`config.mk`:
```
export PLATFORM = sky130hd
export DESIGN_NAME = improv_serial_frame_parser_core
export DESIGN_NICKNAME = d
export VERILOG_FILES = /design/src/hdl/isfp_pkg.sv /design/src/hdl/improv_serial_frame_parser_core.sv
export SDC_FILE = /design/constraint.sdc
export NUM_CORES = 1
export LEC_CHECK = 0
export BUFFER_PORTS_ARGS = -buffer_cell sky130_fd_sc_hd__buf_2
export CAP_MARGIN = 5
export CORE_ASPECT_RATIO = 0.5
export CORE_UTILIZATION = 35
export CTS_CLUSTER_DIAMETER = 150
export DETAILED_ROUTE_END_ITERATION = 10
export SLEW_MARGIN = 10
export SYNTH_ARGS = -nofsm -noshare
export SYNTH_HDL_FRONTEND = slang
export SYNTH_SLANG_ARGS = --single-unit
```
`constraint.sdc`:
```
create_clock -name clock -period 5.5 [get_ports clock]
set_clock_uncertainty 0.2 [all_clocks]
set_input_delay 0.275 -clock clock [delete_from_list [all_inputs] [get_ports clock]]
set_output_delay 0.275 -clock clock [all_outputs]
set_load 0.01 [all_outputs]
```
`src/hdl/isfp_pkg.sv`:
```
// Shared types, constants and helpers for the serial frame parser.
package isfp_pkg;

   // Result event codes
   typedef enum logic [2:0] {
      EV_NONE       = 3'd0,
      EV_HEADER     = 3'd1,
      EV_PAYLOAD    = 3'd2,
      EV_RPC_GOOD   = 3'd3,
      EV_OTHER_GOOD = 3'd4,
      EV_SUM_BAD    = 3'd5,
      EV_REJECT     = 3'd6,
      EV_TIMEOUT    = 3'd7
   } event_type;

   // Configuration register indexes
   typedef enum logic [1:0] {
      CSR_VERSION = 2'd0,
      CSR_RPC     = 2'd1,
      CSR_TIMEOUT = 2'd2,
      CSR_UNUSED  = 2'd3
   } csr_index_type;

   localparam int POS_W    = 9;
   localparam int IDLE_W   = 16;
   localparam int CSR_W    = 16;

   localparam logic [POS_W-1:0] POS_VERSION = 9'd6;
   localparam logic [POS_W-1:0] POS_TYPE    = 9'd7;
   localparam logic [POS_W-1:0] POS_LENGTH  = 9'd8;
   localparam logic [POS_W-1:0] POS_PAYLOAD = 9'd9;

   localparam logic [7:0]        VERSION_RST = 8'd1;
   localparam logic [7:0]        RPC_RST     = 8'd3;
   localparam logic [IDLE_W-1:0] TIMEOUT_RST = 16'd50;
   localparam logic [IDLE_W-1:0] IDLE_MAX    = 16'hFFFF;

   // One result transaction
   typedef struct packed {
      event_type  ev;
      logic [7:0] payload_byte;
      logic [7:0] payload_index;
      logic [7:0] frame_type;
      logic [7:0] frame_length;
   } rsp_type;

   // Expected ASCII header byte "IMPROV" at positions 0..5
   function automatic logic [7:0] hdr_char(input logic [2:0] idx);
      logic [7:0] c;
      unique case (idx)
         3'd0:    c = 8'h49; // I
         3'd1:    c = 8'h4D; // M
         3'd2:    c = 8'h50; // P
         3'd3:    c = 8'h52; // R
         3'd4:    c = 8'h4F; // O
         3'd5:    c = 8'h56; // V
         default: c = 8'h00;
      endcase
      return c;
   endfunction

endpackage

```
`src/hdl/improv_serial_frame_parser_core.sv`:
```
// Serial frame parser core: header check, payload stream, checksum and idle timeout.
//
// Each request transaction carries one received byte (tuser = 0) or one time
// tick (tuser = 1) and yields exactly one response transaction. An item is
// processed in the cycle it is accepted: the frame position, running checksum,
// held type/length and idle tick counter are updated in that same cycle and the
// result lands in the output register (or the skid register while that is held),
// so the block sustains one item per clock while req_tready is high. A two-entry
// output stage (output register plus skid register) lets a new request be taken
// while a finished result still waits on rsp_tready; req_tready drops only when
// both entries are full. Configuration writes take effect on the next item.
module improv_serial_frame_parser_core
   import isfp_pkg::*;
(
   input  logic             clock,
   input  logic             reset,
   // request channel
   input  logic             req_tvalid,
   output logic             req_tready,
   input  logic [7:0]       req_tdata,   // [7:0] data_byte
   input  logic             req_tuser,   // [0] mode
   // response channel
   output logic             rsp_tvalid,
   input  logic             rsp_tready,
   output logic [31:0]      rsp_tdata,   // [7:0] payload_byte, [15:8] payload_index,
                                         // [23:16] frame_type, [31:24] frame_length
   output logic [2:0]       rsp_tuser,   // [2:0] event_res
   // configuration port
   input  logic             csr_we,
   input  logic [1:0]       csr_addr,
   input  logic [CSR_W-1:0] csr_wdata
);

   // configuration registers
   logic [7:0]        version_ff;
   logic [7:0]        rpc_ff;
   logic [IDLE_W-1:0] timeout_ff;

   // parser state
   logic [POS_W-1:0]  pos_ff,   pos_in;
   logic [7:0]        type_ff,  type_in;
   logic [7:0]        len_ff,   len_in;
   logic [7:0]        sum_ff,   sum_in;
   logic [IDLE_W-1:0] idle_ff,  idle_in;

   // output stage
   logic              out_valid_ff, out_valid_in;
   rsp_type           out_ff,       out_in;
   logic              skid_valid_ff, skid_valid_in;
   rsp_type           skid_ff,       skid_in;

   logic              accept;
   logic              take;
   rsp_type           res;

   logic              mode;
   logic [7:0]        b;
   logic [IDLE_W-1:0] idle_inc;
   logic [POS_W-1:0]  pay_end;
   logic [POS_W-1:0]  pay_off;
   logic              clear;

   assign mode    = req_tuser;
   assign b       = req_tdata;
   assign accept  = req_tvalid && req_tready;
   assign take    = out_valid_ff && rsp_tready;
   assign req_tready = !skid_valid_ff;

   // configuration writes
   always_ff @(posedge clock) begin
      if (reset) begin
         version_ff <= VERSION_RST;
         rpc_ff     <= RPC_RST;
         timeout_ff <= TIMEOUT_RST;
      end else if (csr_we) begin
         unique case (csr_index_type'(csr_addr))
            CSR_VERSION: version_ff <= csr_wdata[7:0];
            CSR_RPC:     rpc_ff     <= csr_wdata[7:0];
            CSR_TIMEOUT: timeout_ff <= csr_wdata;
            CSR_UNUSED:  ;
            default:     ;
         endcase
      end
   end

   assign idle_inc = (idle_ff == IDLE_MAX) ? idle_ff : idle_ff + 16'd1;
   assign pay_end  = POS_PAYLOAD + {1'b0, len_ff};
   assign pay_off  = pos_ff - POS_PAYLOAD;

   // per-item parse step
   always_comb begin
      pos_in  = pos_ff;
      type_in = type_ff;
      len_in  = len_ff;
      sum_in  = sum_ff;
      idle_in = idle_ff;
      clear   = 1'b0;
      res.ev            = EV_NONE;
      res.payload_byte  = 8'd0;
      res.payload_index = 8'd0;

      if (mode) begin
         idle_in = idle_inc;
         if (idle_inc > timeout_ff) begin
            idle_in = '0;
            if (pos_ff != '0) begin
               res.ev = EV_TIMEOUT;
               clear  = 1'b1;
            end
         end
      end else if (pos_ff < POS_VERSION) begin
         if (b == hdr_char(pos_ff[2:0])) begin
            res.ev = EV_HEADER;
         end else begin
            res.ev = EV_REJECT;
            clear  = 1'b1;
         end
      end else if (pos_ff == POS_VERSION) begin
         if (b == version_ff) begin
            res.ev = EV_HEADER;
         end else begin
            res.ev = EV_REJECT;
            clear  = 1'b1;
         end
      end else if (pos_ff == POS_TYPE) begin
         type_in = b;
         res.ev  = EV_HEADER;
      end else if (pos_ff == POS_LENGTH) begin
         len_in = b;
         res.ev = EV_HEADER;
      end else if (pos_ff < pay_end) begin
         res.ev            = EV_PAYLOAD;
         res.payload_byte  = b;
         res.payload_index = pay_off[7:0];
      end else begin
         // checksum byte closes the frame
         if (b != sum_ff)          res.ev = EV_SUM_BAD;
         else if (type_ff == rpc_ff) res.ev = EV_RPC_GOOD;
         else                      res.ev = EV_OTHER_GOOD;
         clear = 1'b1;
      end

      // frame fields shown before any clear
      res.frame_type   = type_in;
      res.frame_length = len_in;

      // accepted bytes restart the idle count and advance the frame
      if (!mode && res.ev != EV_REJECT && res.ev != EV_SUM_BAD) begin
         idle_in = '0;
         if (!clear) begin
            sum_in = sum_ff + b;
            pos_in = pos_ff + 9'd1;
         end
      end
      if (clear) begin
         pos_in  = '0;
         type_in = '0;
         len_in  = '0;
         sum_in  = '0;
      end
   end

   // parser state registers
   always_ff @(posedge clock) begin
      if (reset) begin
         pos_ff  <= '0;
         type_ff <= '0;
         len_ff  <= '0;
         sum_ff  <= '0;
         idle_ff <= '0;
      end else if (accept) begin
         pos_ff  <= pos_in;
         type_ff <= type_in;
         len_ff  <= len_in;
         sum_ff  <= sum_in;
         idle_ff <= idle_in;
      end
   end

   // output register plus skid entry
   always_comb begin
      out_valid_in  = out_valid_ff;
      out_in        = out_ff;
      skid_valid_in = skid_valid_ff;
      skid_in       = skid_ff;
      if (!out_valid_ff || take) begin
         if (skid_valid_ff) begin
            out_in        = skid_ff;
            out_valid_in  = 1'b1;
            skid_valid_in = 1'b0;
         end else if (accept) begin
            out_in       = res;
            out_valid_in = 1'b1;
         end else begin
            out_valid_in = 1'b0;
         end
      end else if (accept) begin
         skid_in       = res;
         skid_valid_in = 1'b1;
      end
   end

   always_ff @(posedge clock) begin
      if (reset) begin
         out_valid_ff  <= 1'b0;
         skid_valid_ff <= 1'b0;
      end else begin
         out_valid_ff  <= out_valid_in;
         skid_valid_ff <= skid_valid_in;
      end
   end

   always_ff @(posedge clock) begin
      out_ff  <= out_in;
      skid_ff <= skid_in;
   end

   assign rsp_tvalid = out_valid_ff;
   assign rsp_tuser  = out_ff.ev;
   assign rsp_tdata  = {out_ff.frame_length, out_ff.frame_type,
                        out_ff.payload_index, out_ff.payload_byte};

endmodule

```
# After elaboration in Yosys (flattened, before gate mapping)
# Cells that the tools add are included.
[totals]
reg_bits = 153
in_bits = 32
out_inout_bits = 37
word_cells = 122
[classes]
n_addsub = 5
order_cmp = 3
n_eq_ne = 17
mux = 54
bitwise = 1
n_reduce_logical = 22
[ops]
columns = ["cell", "count"]
rows = [
  ["16-bit two-way mux", 10],
  ["8-bit two-way mux", 15],
  ["35-bit two-way mux", 2],
  ["7-bit case mux with 6 select lines", 1],
  ["3-bit two-way mux", 12],
  ["8-bit equality test", 3],
  ["9-bit by 3-bit equality test with 1-bit output (second input constant)", 2],
  ["9-bit two-way mux", 2],
  ["16-bit by 1-bit adder with 16-bit output (second input constant)", 1],
  ["16-bit equality test (second input constant)", 1],
  ["16-bit greater-than comparator", 1],
  ["2-bit AND reduction", 7],
  ["1-bit two-way mux", 12],
  ["4-bit by 8-bit adder with 9-bit output (first input constant)", 1],
  ["9-bit by 1-bit adder with 9-bit output (second input constant)", 1],
  ["9-bit by 4-bit equality test with 1-bit output (second input constant)", 1],
  ["9-bit by 3-bit < comparator with 1-bit output (second input constant)", 1],
  ["9-bit < comparator", 1],
  ["9-bit nonzero test", 1],
  ["8-bit adder", 1],
  ["8-bit != test", 1],
  ["8-bit by 4-bit subtractor with 8-bit output (second input constant)", 1],
  ["3-bit by 2-bit equality test with 1-bit output (second input constant)", 2],
  ["3-bit equality test (second input constant)", 2],
  ["other kinds (12)", 20],
]

# Logic depth before layout (Yosys ltp)
# Gate-level depths: netlist of run 1.
[depth]
word_depth = 14
depth_mapped = 17
mapped_depth_nobuf = 14

# Worst setup path after synthesis of run 1
# No wires, ideal clock.
[synth_path]
path_type = "reg-to-reg"
startpoint = "reg idle_ff[2]"
endpoint = "reg idle_ff[3]"
setup_ns = 0.132
arrival_ns = 3.887
required_ns = 5.168
setup_slack_ns = 1.281
stages_incl_launch_ff = 16
path_buffers = 2
period_less_slack_ns = 4.219
cell_sequence = "dfxtp_1 -> and4_1 -> nand4_1 -> nor4_1 -> nor4b_1 -> xor2_1 -> ha_1 -> nand4_1 -> or2_2 -> a211oi_1 -> o31ai_1 -> and4_1 -> clkbuf_1 -> clkbuf_1 -> nand2_1 -> o21ai_0"
[synth_via]
elab_chain_len = 10
word_cells_on_any_way = 15
classes_between = "add/sub (1); order compare (1); eq/ne (3); mux (6); reduce/logical (4)"
[synth_lines]
columns = ["item", "line_no", "source"]
rows = [
  ["from (decl)", "improv_serial_frame_parser_core.sv:44", "logic [IDLE_W-1:0] idle_ff, idle_in;"],
  ["from (signal assigned)", "improv_serial_frame_parser_core.sv:176", "idle_ff <= idle_in;"],
  ["16-bit by 1-bit adder with 16-bit output or 16-bit equality test (tied branches)", "improv_serial_frame_parser_core.sv:86", "assign idle_inc = (idle_ff == IDLE_MAX) ? idle_ff : idle_ff + 16'd1;"],
  ["16-bit two-way mux *", "improv_serial_frame_parser_core.sv:86", ""],
  ["16-bit greater-than comparator", "improv_serial_frame_parser_core.sv:104", "if (idle_inc > timeout_ff) begin"],
  ["3-bit two-way mux", "improv_serial_frame_parser_core.sv:104", ""],
  ["3-bit two-way mux", "improv_serial_frame_parser_core.sv:102", "if (mode) begin"],
  ["3-bit != test", "improv_serial_frame_parser_core.sv:148", "if (!mode && res.ev != EV_REJECT && res.ev != EV_SUM_BAD) begin"],
  ["1-bit logical AND (2 in series)", "improv_serial_frame_parser_core.sv:148", ""],
  ["2-bit nonzero test (no source line)", "-", ""],
  ["2-bit AND reduction (no source line)", "-", ""],
]
# Mark *: on every way between the ends. The rest lies on a longest branch, timed or not. The select of a mux whose other input is x is not followed.
# A chain may end at the register's enable or synchronous reset.

# Worst setup path in the final report of run 1
[layout_path]
startpoint = "reg idle_ff[2]"
endpoint = "reg idle_ff[8]"
# Same word-level chain as after synthesis.

==> summary.txt, run 1 <==
CP max FO = 16
arrival time of the worst setup path = 4.86 ns
Yosys top cell area share = 25.9%
num rows = 38
worst setup margin = 0.790 ns
Seq cells post-synth = 153
NetSw = 0.723 mW
ys async rst share = 0%
maximum buffer depth of the clock tree = 2
GR Overflow Total = 0
status = completed
initial DRC count = 397
drt first pass iters = 4
Die Area = 0.0239 mm^2
Setup CP Type = reg2reg
vias per cell = 5.12
FMAX = 212 MHz
initial antenna violation count = 0
max-slew violations = 0
core area = 0.0222 mm^2
setup TNS = 0 ns
final net count = 943
post-CTS setup buffers = 0
Mapped Cells = 800
total number of yosys warnings = 0
CTS tree = done
post-route ant nets = 0
post-synthesis sequential area ratio = 46.3%
vias in the first global route = 6058
die height = 110 um
part of the power in the clock network = 44.0%
TritonCTS buffer count = 17
effective utilization at floorplan = 36.6%
largest net degree at the start of global routing = 36
WL per Instance = 16.7 um
Synth area leaders = edfxtp_1 26%, dfxtp_1 20%, ha_1 6.0%
ANT cells = 0
Post-synth EDFFs = 70
RSZ-0062 raised after global routing = false
Root Driver = clkbuf_16
routability cong. = 0.891
hpwl dp = 13600 um
worst slew pin tran = 1.04 ns
PortBufs = 68
Clock Pin Slew Worst Setup and Hold Paths = 0.07 ns
post-synth net total = 872
post-synth top area cell = edfxtp_1
# clock sinks = 153
CP required = 5.65 ns
Synth-to-Final Area Change = 16.9%
Net Sw Frac = 27.1%
combinational power share = 8.8%
period utilisation layout = 85.6%
crit start category = flip-flop
H-tree depth = 4
Syn Std Cell Area = 0.00813 mm^2
clock latency on the worst-skew pair = 0.44 ns
Die Span X = 217 um
drt total wl = 19800 um
first-pass GRT wire length = 31600 um
Syn Area/Cell = 10.2 um^2
Peak VDD IR = 0.209 mV
Setup-failing EPs final = 0
pwr dens = 281 mW/mm^2
Vias = 6060
drt drc = 0
synth unique cells = 65
Min-Delay Path Class = in2reg
sequential power share = 47.2%
layout cell share with drive strength beyond 1 = 21.0%
DP Worst Slack = 0.951 ns
All-Layer GR Usage = 17.3%
filler cell count = 2095
Post-synth top flop = dfxtp_1
IO Pins = 69
Pint = 1.94 mW
# Max-Cap Violations = 0
Worst setup EP type = flip-flop
Tmin final = 4.71 ns
Leakage = 3.84 nW
Fin. Hold Viols = 0
Max-Slew Margin vs Limit = 30.4%
-- critical path: stages, from the launching register on --
cell and delay, ns:
dfxtp_1 0.43, and4_1 0.26, nand4_1 0.33, nor4_1 0.38, buf_4 0.20, nor3_1 0.07
xor2_1 0.26, ha_1 0.30, a21oi_1 0.15, o21a_1 0.14, o22ai_1 0.11, o31ai_1 0.78
and4_1 0.72, o21ai_0 0.18, o21ai_0 0.12
-- synth_stat cells, drive strengths merged (4+ instances only) --
cell    count
or4         5
nor3       28
inv        26
o31ai      12
nand2      98
and3       14
nand3      12
o211ai      7
or2         7
dfxtp      83
a21o        7
clkbuf     29
a211oi      6
nand2b      4
xnor2      30
xor2       20
mux2       47
and2        5
mux2i      16
nor2       79
edfxtp     70
nand4      15
a21oi      40
a22o        9
o21ai      26
ha         39
buf        11
nor4       12
-- area by class of cell --
type / instances / area (um^2) / share of cell area, %
clock inverters: 15 / 175 / 1.84
flip-flops and latches: 153 / 3760 / 39.6
well taps: 300 / 375 / 3.95
multi-input cells: 581 / 4100 / 43.2
clock buffers: 17 / 425 / 4.48
inverters: 26 / 97.6 / 1.03
repair buffers: 92 / 563 / 5.93
-- repair_timing --
item                                   4_1_cts  5_1_grt
gates resized for setup                      0        0
hold buffers                                17        0
endpoints found under the hold margin       33        0
-- power by group through the flow --
stage | sequential, mW | combinational, mW | clock [mW]
finish | 1.26 | 0.234 | 1.17
global route | 1.26 | 0.259 | 1.24
CTS | 1.26 | 0.238 | 1.19
detailed placement | 1.28 | 0.227 | 0
global placement | 1.28 | 0.222 | 0
floorplan | 1.29 | 0.140 | 0
-- per-layer routing --
layer / global-route usage [%] / routed length (um) / up-vias / part of all wire, %
met5: 0 / 0 / - / 0
met1: 21.7 / 9420 / 2907 / 48
met4: 6.94 / 391 / 0 / 2.0
li1: - / - / 3018 / -
met3: 2.99 / 651 / 25 / 3.3
met2: 29.8 / 9290 / 110 / 47
-- cell families (layout without fill, tap and decap cells) --
kind of cell	Yosys count	in the layout	share of synthesized area, %
AND/OR/NAND/NOR	297	297	18.5
flip-flops	153	153	46.3
AO/OA/AOI/OAI	131	131	10.9
buffers and inverters	66	150	3.39
multiplexers	63	63	9.22
XOR/XNOR	50	50	5.39
adder cells (fa/ha/maj)	40	40	6.25
-- cell usage in the layout (no fill, tap or decap), drive strengths merged, types with 26 or more instances in the layout --
cell type / instances
edfxtp: 70
nor3: 28
buf: 75
o21ai: 26
xnor2: 30
dfxtp: 83
mux2: 47
ha: 39
nand2: 98
inv: 35
nor2: 79
a21oi: 40
-- worst paths after layout --
kind / cells past startpoint / end / slack, ns / from
setup / recovery: 14 / idle_ff[8]$_SDFFE_PP0P_ / 0.79 / idle_ff[2]$_SDFFE_PP0P_
hold / removal: 3 / rsp_tvalid$_SDFFE_PP0N_ / 0.03 / req_tvalid
setup reg to reg: 14 / idle_ff[8]$_SDFFE_PP0P_ / 0.79 / idle_ff[2]$_SDFFE_PP0P_
hold reg to reg: 2 / timeout_ff[9]$_SDFFE_PP0P_ / 0.26 / timeout_ff[9]$_SDFFE_PP0P_
-- through the flow --
stage / cells / power (mW) / hold WS [ns] / cell area (um^2) / util, %
final: 1184 / 2.67 / 0.0261 / 9500 / 42.8
after global routing: 1184 / 2.76 / 0.0791 / 9500 / 42.8
after CTS: 1184 / 2.69 / 0.0444 / 9500 / 42.8
after detailed placement: 1135 / 1.51 / 0.253 / 8730 / 39.3
after global placement: 1135 / 1.50 / 0.243 / 8730 / 39.3
after floorplan: 800 / 1.43 / 0.200 / 8130 / -
-- sequential cells by signal (all words and copies together), names as in the netlist --
| register | count |
|---|---|
| idle_ff | 16 |
| len_ff | 8 |
| pos_ff | 9 |
| rpc_ff | 8 |
| rsp_tdata | 32 |
| rsp_tuser | 3 |
| rsp_tvalid | 1 |
| skid_ff | 35 |
| skid_valid_ff | 1 |
| sum_ff | 8 |
| timeout_ff | 16 |
| type_ff | 8 |
| version_ff | 8 |
Power figures use the tool's default switching activity.
==> run 2: changes to the inputs <==
- CORE_UTILIZATION: 35 -> 40
- TNS_END_PERCENT: default -> 20
==> run 2 against run 1 <==
  * Critical path depth is the same
  * Sequential power is essentially flat
  * Clock power rose by 4%
  * Wire length down 0.44%
  * Register-to-register slack worse by 0.10 ns
  * Global-route usage is 2.5 points higher
  * First-iteration DRC count increased by 13%
  * Flip-flop and latch count stayed put
  * Fmax is 2.1% lower
  * Hold slack improved by 0.14 ns
  * Utilization is 5.3 points higher
  * Final area is 0.32% lower
  * Critical path type unchanged
  * Critical endpoint unchanged
==> summary.txt, run 2 (synthesis results as in run 1) <==
status = completed
first-pass GRT wire length = 31500 um (-0.15%)
worst setup margin = 0.690 ns (-0.0996 ns)
Peak VDD IR = 0.162 mV (-23%)
num rows = 36 (-5.3%)
arrival time of the worst setup path = 4.96 ns (+0.10 ns)
# Max-Cap Violations = 0 (unchanged)
clock latency on the worst-skew pair = 0.44 ns (about the same)
WL per Instance = 17.1 um (+2.4%)
worst slew pin tran = 1.01 ns (-0.0340 ns)
vias in the first global route = 5794 (-4.4%)
core area = 0.0197 mm^2 (-11%)
CP max FO = 16 (unchanged)
FMAX = 208 MHz (-2.1%)
Hold EP = rpc_ff[4]$_SDFFE_PP0P_
TritonCTS buffer count = 17 (unchanged)
die height = 103 um (-6.3%)
post-route ant nets = 0 (unchanged)
maximum buffer depth of the clock tree = 2 (unchanged)
Vias = 6052 (-0.13%)
HP Start = reset
leading cell types in the layout, fill and taps excluded = 98 x nand2_1, 83 x dfxtp_1, 78 x nor2_1, 70 x edfxtp_1, 68 x buf_2
# resized after CTS = 0 (unchanged)
most common cell after layout, fill and taps aside = nand2_1
max-slew violations = 0 (unchanged)
drt first pass iters = 5 (+1)
drt total wl = 19700 um (-0.44%)
ANT cells = 0 (unchanged)
largest net degree at the start of global routing = 36 (unchanged)
Reg2Reg Setup Slack = 0.69 ns (-0.10 ns)
hold depth = 2 (-1)
drt drc = 0 (unchanged)
RSZ-0062 raised after global routing = false
r2r startpoint = idle_ff[2]$_SDFFE_PP0P_
pwr dens = 287 mW/mm^2 (+2.2%)
final net count = 944 (+0.11%)
post-CTS setup buffers = 0 (unchanged)
hold buffer count at cts = 18 (+1)
Clock Pin Slew Worst Setup and Hold Paths = 0.07 ns (about the same)
layout cell share with drive strength beyond 1 = 21.0% (-0.024 points)
Setup-failing EPs final = 0 (unchanged)
crit start category = flip-flop
DP Worst Slack = 0.793 ns (-0.158 ns)
routability cong. = 0.874 (-1.9%)
final instance area = 0.00947 mm^2 (-0.32%)
Worst setup EP type = flip-flop
vias per cell = 5.26 (+2.7%)
initial DRC count = 447 (+13%)
Die Span X = 204 um (-6.4%)
uppermost layer routed = met4
Min-Delay Path Class = in2reg
All-Layer GR Usage = 19.8% (+2.5 points)
setup TNS = 0 ns (unchanged)
total chip power = 2.72 mW (+1.8%)
Max-Slew Margin vs Limit = 32.7% (+2.3 points)
Leakage = 3.85 nW (+0.33%)
Largest Register = skid_ff
Fin. Hold Viols = 0 (unchanged)
FF-to-FF End = idle_ff[8]$_SDFFE_PP0P_
worst-case reg-to-reg path depth = 14 (unchanged)
CTS tree = done
max reg flops = 35 (unchanged)
met1 wire length = 9720 um (+3.2%)
effective utilization at floorplan = 41.3% (+4.7 points)
Root Driver = clkbuf_16
Tmin final = 4.81 ns (+0.0996 ns)
Setup CP Type = reg2reg
Die Area = 0.0209 mm^2 (-12%)
DP Area = 0.00869 mm^2 (-0.49%)
period utilisation layout = 87.5% (+1.8 points)
GR Overflow Total = 0 (unchanged)
PortBufs = 68 (unchanged)
WL met3 = 791 um (+22%)
Synth-to-Final Area Change = 16.5%
# clock sinks = 153 (unchanged)
H-tree depth = 4 (unchanged)
hpwl dp = 13500 um (-1.0%)
CP required = 5.65 ns (about the same)
IO Pins = 69 (unchanged)
WL met2 = 8860 um (-4.6%)
initial antenna violation count = 0 (unchanged)
-- run 2: cell count changes in the layout (fill, tap and decap cells not counted) --
cell           before  now
clkinv_8            5    0
bufinv_16           0    2
clkinv_2            0    2
inv_6               6    3
dlygate4sd3_1      17   18
inv_8               3    5
clkinv_4            0    2
-- run 2: layer usage --
metal  vias up  GRT usage, %
met5         -             0
met4         0          7.29
met3        27          4.52
met2       115          31.7
met1      2894          26.5
li1       3016             -
-- run 2: power breakdown --
part / internal (mW) / switching [mW]
Clock: 0.688 / 0.536
Sequential: 1.23 / 0.0244
Combinational: 0.0976 / 0.137
-- run 2: stage by stage --
stage / cells / hold WS [ns] / util, %
after global routing: 1151 / 0.170 / 48.1
final: 1151 / 0.162 / 48.1
after detailed placement: 1101 / 0.250 / 44.1
after floorplan: 800 / 0.200 / -
after global placement: 1101 / 0.244 / 44.1
after CTS: 1151 / 0.146 / 48.1
-- run 2: layout make-up --
| type | count | area (um^2) |
|---|---|---|
| flip-flops and latches | 153 | 3760 |
| fillers | 1767 | 10200 |
| clock buffers | 17 | 425 |
| repair buffers | 93 | 573 |
| multi-input cells | 581 | 4100 |
| well taps | 266 | 333 |
| clock inverters | 15 | 178 |
| inverters | 26 | 97.6 |
-- run 2: worst max-delay path: stages, from the launching register on --
cell     delay, ns
dfxtp_1       0.44
and4_1        0.27
nand4_1       0.33
nor4_1        0.64
buf_4         0.23
or4_1         0.12
xnor2_1       0.14
ha_1          0.28
a21oi_1       0.17
o21a_1        0.14
o22ai_1       0.12
o31ai_1       0.67
and4_1        0.70
o21ai_0       0.17
o21ai_0       0.11
-- run 2: worst max-delay path by stage --
stage / endpoint / from / cells past startpoint / slack [ns]
global route: idle_ff[8]$_SDFFE_PP0P_ / idle_ff[2]$_SDFFE_PP0P_ / 14 / 0.29
CTS: idle_ff[8]$_SDFFE_PP0P_ / idle_ff[2]$_SDFFE_PP0P_ / 14 / 0.76
floorplan: idle_ff[3]$_SDFFE_PP0P_ / idle_ff[2]$_SDFFE_PP0P_ / 15 / 1.28
detailed placement: idle_ff[8]$_SDFFE_PP0P_ / idle_ff[2]$_SDFFE_PP0P_ / 14 / 0.79
global placement: idle_ff[0]$_SDFFE_PP0P_ / idle_ff[2]$_SDFFE_PP0P_ / 14 / 0.90
finish: idle_ff[8]$_SDFFE_PP0P_ / idle_ff[2]$_SDFFE_PP0P_ / 14 / 0.69
